===== src/hw/rtl/ffc_pkg.sv =====
// shared types, mode codes and conversion functions for the float format converter
package ffc_pkg;

    typedef logic [31:0] word_t;
    typedef logic [1:0]  mode_t;

    localparam mode_t MODE_F32_F16  = 2'd0;
    localparam mode_t MODE_F32_BF16 = 2'd1;
    localparam mode_t MODE_F16_F32  = 2'd2;
    localparam mode_t MODE_BF16_F32 = 2'd3;

    function automatic logic [15:0] f32_to_f16(input word_t x);
        logic        s;
        logic [7:0]  e;
        logic [22:0] m;
        logic [15:0] v;
        logic [24:0] sig;
        logic [24:0] rem;
        logic [24:0] half;
        logic [12:0] rem13;
        logic [4:0]  sh;
        logic        up;
        s    = x[31];
        e    = x[30:23];
        m    = x[22:0];
        sig  = {2'b01, m};
        sh   = 5'(8'd126 - e);
        v    = '0;
        up   = 1'b0;
        rem  = '0;
        half = '0;
        rem13 = m[12:0];
        if (e == 8'hff) begin
            f32_to_f16 = (m != '0) ? {s, 15'h7e00} : {s, 15'h7c00};
        end else if (e >= 8'd143) begin
            f32_to_f16 = {s, 15'h7c00};
        end else if (e >= 8'd113) begin
            v  = {1'b0, 5'(e - 8'd112), m[22:13]};
            up = (rem13 > 13'h1000) || (rem13 == 13'h1000 && v[0]);
            f32_to_f16 = {s, 15'(v + 16'(up))};
        end else if (e < 8'd102) begin
            f32_to_f16 = {s, 15'h0};
        end else begin
            v    = 16'(sig >> sh);
            rem  = sig & ((25'd1 << sh) - 25'd1);
            half = 25'd1 << (sh - 5'd1);
            up   = (rem > half) || (rem == half && v[0]);
            f32_to_f16 = {s, 15'(v + 16'(up))};
        end
    endfunction

    function automatic logic [15:0] f32_to_bf16(input word_t x);
        logic [32:0] t;
        t = {1'b0, x};
        if (x[30:23] == 8'hff) begin
            if (x[15:0] != '0) begin
                t[16] = 1'b1;
            end
        end else begin
            t = t + 33'h7fff + 33'(x[16]);
        end
        f32_to_bf16 = t[31:16];
    endfunction

    function automatic word_t f16_to_f32(input logic [15:0] h);
        logic [4:0] e;
        logic [9:0] m;
        logic [3:0] k;
        logic [9:0] nm;
        e  = h[14:10];
        m  = h[9:0];
        k  = 4'd0;
        for (int i = 0; i < 10; i++) begin
            if (m[i]) begin
                k = 4'(i);
            end
        end
        nm = m << (4'd10 - k);
        if (e == 5'd31) begin
            f16_to_f32 = {h[15], 8'hff, m, 13'h0};
        end else if (e == 5'd0) begin
            if (m == '0) begin
                f16_to_f32 = {h[15], 31'h0};
            end else begin
                f16_to_f32 = {h[15], 8'(8'd103 + 8'(k)), nm, 13'h0};
            end
        end else begin
            f16_to_f32 = {h[15], 8'(8'd112 + 8'(e)), m, 13'h0};
        end
    endfunction

endpackage


===== src/hw/rtl/ffc_core.sv =====
// conversion datapath selecting one of the four casts
module ffc_core (
    input  ffc_pkg::mode_t mode,
    input  ffc_pkg::word_t in_bits,
    output ffc_pkg::word_t out_bits
);
    import ffc_pkg::*;

    always_comb begin
        unique case (mode)
            MODE_F32_F16:  out_bits = {16'h0, f32_to_f16(in_bits)};
            MODE_F32_BF16: out_bits = {16'h0, f32_to_bf16(in_bits)};
            MODE_F16_F32:  out_bits = f16_to_f32(in_bits[15:0]);
            MODE_BF16_F32: out_bits = {in_bits[15:0], 16'h0};
            default:       out_bits = '0;
        endcase
    end
endmodule


===== src/hw/rtl/float_format_converter_unit.sv =====
// top level of the float format converter: input register, cast, result register
//   channel | ports                      | contents
//   s_      | s_tvalid s_tready s_tdata  | in_bits, s_tlast in_last
//   m_      | m_tvalid m_tready m_tdata  | out_bits, m_tlast out_last
//   cfg     | cfg_wr_en cfg_wr_data      | conversion_mode
// one request per cycle unless a low m_tready stalls the result register
// stages: input register, cast logic, result register
// a stage advances when it is empty or the one after it moves
// aresetn clears valid flags and the mode register (mode 0)
module float_format_converter_unit (
    input  logic                aclk,
    input  logic                aresetn,
    input  logic                cfg_wr_en,
    input  ffc_pkg::mode_t      cfg_wr_data,
    input  logic                s_tvalid,
    output logic                s_tready,
    input  ffc_pkg::word_t      s_tdata,   // in_bits
    input  logic                s_tlast,
    output logic                m_tvalid,
    input  logic                m_tready,
    output ffc_pkg::word_t      m_tdata,   // out_bits
    output logic                m_tlast
);
    import ffc_pkg::*;

    mode_t mode_reg;
    logic  in_valid_reg, out_valid_reg;
    word_t in_data_reg, out_data_reg;
    logic  in_last_reg, out_last_reg;
    word_t out_data_next;
    logic  out_adv, in_adv;

    assign out_adv  = !out_valid_reg || m_tready;
    assign in_adv   = !in_valid_reg || out_adv;
    assign s_tready = in_adv;

    ffc_core u_core (
        .mode     (mode_reg),
        .in_bits  (in_data_reg),
        .out_bits (out_data_next)
    );

    always_ff @(posedge aclk) begin
        if (!aresetn) begin
            mode_reg      <= MODE_F32_F16;
            in_valid_reg  <= 1'b0;
            out_valid_reg <= 1'b0;
        end else begin
            if (cfg_wr_en) begin
                mode_reg <= cfg_wr_data;
            end
            if (in_adv) begin
                in_valid_reg <= s_tvalid;
            end
            if (out_adv) begin
                out_valid_reg <= in_valid_reg;
            end
        end
    end

    always_ff @(posedge aclk) begin
        if (in_adv && s_tvalid) begin
            in_data_reg <= s_tdata;
            in_last_reg <= s_tlast;
        end
        if (out_adv && in_valid_reg) begin
            out_data_reg <= out_data_next;
            out_last_reg <= in_last_reg;
        end
    end

    assign m_tvalid = out_valid_reg;
    assign m_tdata  = out_data_reg;
    assign m_tlast  = out_last_reg;
endmodule

===== config.mk =====
export PLATFORM = sky130hd
export DESIGN_NAME = float_format_converter_unit
export DESIGN_NICKNAME = d
export VERILOG_FILES = /design/src/hw/rtl/ffc_pkg.sv /design/src/hw/rtl/ffc_core.sv /design/src/hw/rtl/float_format_converter_unit.sv
export SDC_FILE = /design/constraint.sdc
export NUM_CORES = 1
export LEC_CHECK = 0
export ABC_AREA = 1
export ABC_CLOCK_PERIOD_IN_PS = 5550
export BUFFER_PORTS_ARGS = -buffer_cell sky130_fd_sc_hd__buf_2
export CAP_MARGIN = 10
export CORE_MARGIN = 2
export CORE_UTILIZATION = 61
export DETAILED_ROUTE_END_ITERATION = 12
export PLACE_DENSITY = 0.82
export SLEW_MARGIN = 20
export SYNTH_ARGS = -nofsm -noshare
export SYNTH_HDL_FRONTEND = slang
export SYNTH_HIERARCHICAL = 1
export SYNTH_SLANG_ARGS = --single-unit

===== constraint.sdc =====
create_clock -name aclk -period 5.55 [get_ports aclk]
set_clock_uncertainty 0.1 [all_clocks]
set_input_delay 0 -clock aclk [delete_from_list [all_inputs] [get_ports aclk]]
set_output_delay 0 -clock aclk [all_outputs]
set_load 0.02 [all_outputs]

==> metrics <==
measured slew at the worst slew-check pin 1.05 ns; Synth Register Bits 70; vias in the first global route 7749; fin crit share 97.1%; GPL Wtd Cong roughly 1.0; I/O Buffers 74; Leak 0.00413 uW; Final min period 5.39 ns; first drt pass iteration count 10; Post-synth top flop edfxtp_1; data required time of the worst path 5.54 ns; CP endpoint kind flop; Hold Path Class input port to flop; H-tree depth 3; final non-filler cell total approximately 1400; Net Sw Power roughly 750 uW; clock buffer depth 2; # clock sinks 70; clock power share 32.8%; Synth warnings 6; fillcell total 950; Mean Syn Cell Area ~6.5 um^2; Max-Cap Viols 0; clock slew seen by the registers of the worst setup and hold paths 0.06 ns; TritonCTS clock tree built; setup violators final 0; syn nets 1209; via count about 8600; WL final 25400 um; count of cell types in the netlist 53; Synth Instances around 1100; Final Hold Vio Count 0; # rows 40; routed len/inst 18.0 um; Logic pwr share 35.5%; outcome finished, final reports clean; clock insertion delay at the later pin of the skew report 0.35 ns; critical path's most frequent cell inv_1; # IOs 75; CP max-delay cell edfxtp_1; total congestion overflow 0; die area 0.0130 mm^2; Starting Density 62.0%; CP Class flop to flop; internal power 1310 uW; Worst VDD drop around 0.00015 V; Post-synth ARST share 0%; Area Growth Syn to Fin 22.5%; sequential fraction of the synthesis area 27.9%; Fmax achieved between 150 and 200 MHz; Inst Count DP between 1000 and 1500; Chip Width roughly 110 um; Worst Setup Start Kind flop; Slew Viols, Final 0; Hold WS 0.231 ns; dpl hpwl approximately 18000 um; total CTS buffers 9; Post-synth EDFFs 66; Arr. time, crit path between 5 and 6 ns; largest net degree at the start of global routing 34; Nets 1340; CTS Root Cell clkbuf_16; multi-input logic area 0.00480 mm^2; CP max stage delay around 0.48 ns; first-pass GRT wire length 38900 um; core box area 0.0119 mm^2; Slew headroom 29.7%; DRC 0; starting DRC count in detailed routing 1302; crit-path max FO 16; initial antenna violation count 1; Reg power frac 31.7%; Final ANT Viol Nets 0; GRT Total Usage 38.4%; Switching Share 36.5%; routed vias/inst 6.11; power per cell area roughly 230 mW/mm^2; Vert. Die Dim about 110 um; layout cells sized above 1 18.0%; FF+latch area 0.00206 mm^2; Post-Synthesis Cell Area 0.00738 mm^2
## path summary, 6_finish.rpt
path / from / to / slack, ns / cells after the start
hold reg to reg: in_last_reg$_DFFE_PP_ / m_tlast$_DFFE_PP_ / 0.33 / 0
setup reg to reg: in_data_reg[23]$_DFFE_PP_ / m_tdata[8]$_DFFE_PP_ / 0.16 / 33
setup / recovery: in_data_reg[23]$_DFFE_PP_ / m_tdata[8]$_DFFE_PP_ / 0.16 / 33
hold / removal: s_tvalid / in_last_reg$_DFFE_PP_ / 0.23 / 4
## cells in the final DEF (no fill, tap or decap), drive strengths merged, types with 6 or more instances in the layout
cell / Yosys / routed
o211ai: 6 / 6
xor2: 11 / 11
buf: 19 / 111
nand4: 16 / 16
ha: 41 / 41
o21ai: 85 / 85
inv: 134 / 134
a31oi: 8 / 8
nand2: 309 / 309
nor3: 33 / 33
dlygate4sd3: 0 / 42
clkbuf: 15 / 10
edfxtp: 66 / 66
nor2: 138 / 138
a21oi: 58 / 58
o22ai: 8 / 8
nand3: 140 / 140
## cell type report
cell class / instances / area share (%)
antenna: 1 / 0.0277
clock buffer: 9 / 2.49
multi-input combinational: 886 / 53.1
sequential: 70 / 22.8
timing repair buffer: 154 / 12.3
inverter: 138 / 5.89
clock inverter: 7 / 1.36
tap: 147 / 2.03
## per-layer routing
metal	GRT usage, %	wire, um	vias to the layer above	share of wire [%]
li1	-	-	4063	-
met1	50.8	9990	3908	39
met2	59.9	11600	573	46
met3	9.88	2920	77	11
met4	15.9	846	0	3.3
met5	0	0	-	0
## critical path, delay by kind of cell, from the launching register on
family | cells | cell delay, ns
AOI/OAI and AO/OA | 9 | 1.19
adders and majority gates | 4 | 0.80
buffers and inverters | 8 | 0.84
DFF | 1 | 0.48
and+or+nand+nor | 12 | 1.70
## power groups by stage
stage | combinational [uW] | sequential, uW | clock (uW)
6_report | 731 | 653 | 676
5_1_grt | 804 | 655 | 703
4_1_cts | 657 | 650 | 683
3_5_place_dp | 631 | 661 | 0
3_3_place_gp | 626 | 661 | 0
2_1_floorplan | 462 | 662 | 0
## synth_stat cells, drive strengths merged (2+ instances only)
master / n / share of area [%]
o32ai: 3 / 0.36
nor4: 5 / 0.51
o211ai: 6 / 0.61
or2: 2 / 0.17
dfxtp: 4 / 1.1
mux2i: 2 / 0.27
nor3: 33 / 2.2
xor2: 11 / 1.3
o21ai: 85 / 5.8
edfxtp: 66 / 27
ha: 41 / 6.9
o22ai: 8 / 0.68
buf: 19 / 2.2
inv: 134 / 6.8
a31oi: 8 / 0.68
nand4: 16 / 1.5
o21bai: 4 / 0.41
nand3: 140 / 10
clkinv: 4 / 0.22
o21a: 4 / 0.41
nor2: 138 / 8.2
clkbuf: 15 / 0.78
o221ai: 2 / 0.24
a21oi: 58 / 4.0
nand2: 309 / 16
o31ai: 2 / 0.20
a22oi: 3 / 0.31
## per-stage QoR
stage | setup TNS [ns] | instance area (um^2) | total power, uW | worst slack [ns] | utilization (%)
after floorplan | 0 | 7380 | 1120 | 0.689 | -
after global placement | 0 | 7880 | 1290 | 0.235 | 66.1
after detailed placement | 0 | 7880 | 1290 | 0.122 | 66.1
after CTS | 0 | 8640 | 1990 | 0.0876 | 72.6
after global routing | -1.84 | 9040 | 2160 | -0.184 | 75.9
final | 0 | 9040 | 2060 | 0.161 | 75.9
## logic make-up (layout without fill, tap and decap cells)
kind of cell               after synthesis  after routing  synth area share (%)
and+or+nand+nor                        644            644                  39.2
AOI/OAI and AO/OA                      187            187                  14.1
buffers and inverters                  172            308                  10.1
DFF                                     70             70                  27.9
adders and majority gates               41             41                  6.95
xor gates and xnor gates                12             12                  1.42
muxes                                    2              2                 0.271
other                                    0              1                     0
## repair_timing
action                     CTS  global route
gates resized for setup      0            67
setup buffers                0            17
hold buffers                42             0
setup endpoints to repair    0            14
hold endpoints to repair    37             0
Power figures use the tool's default switching activity.
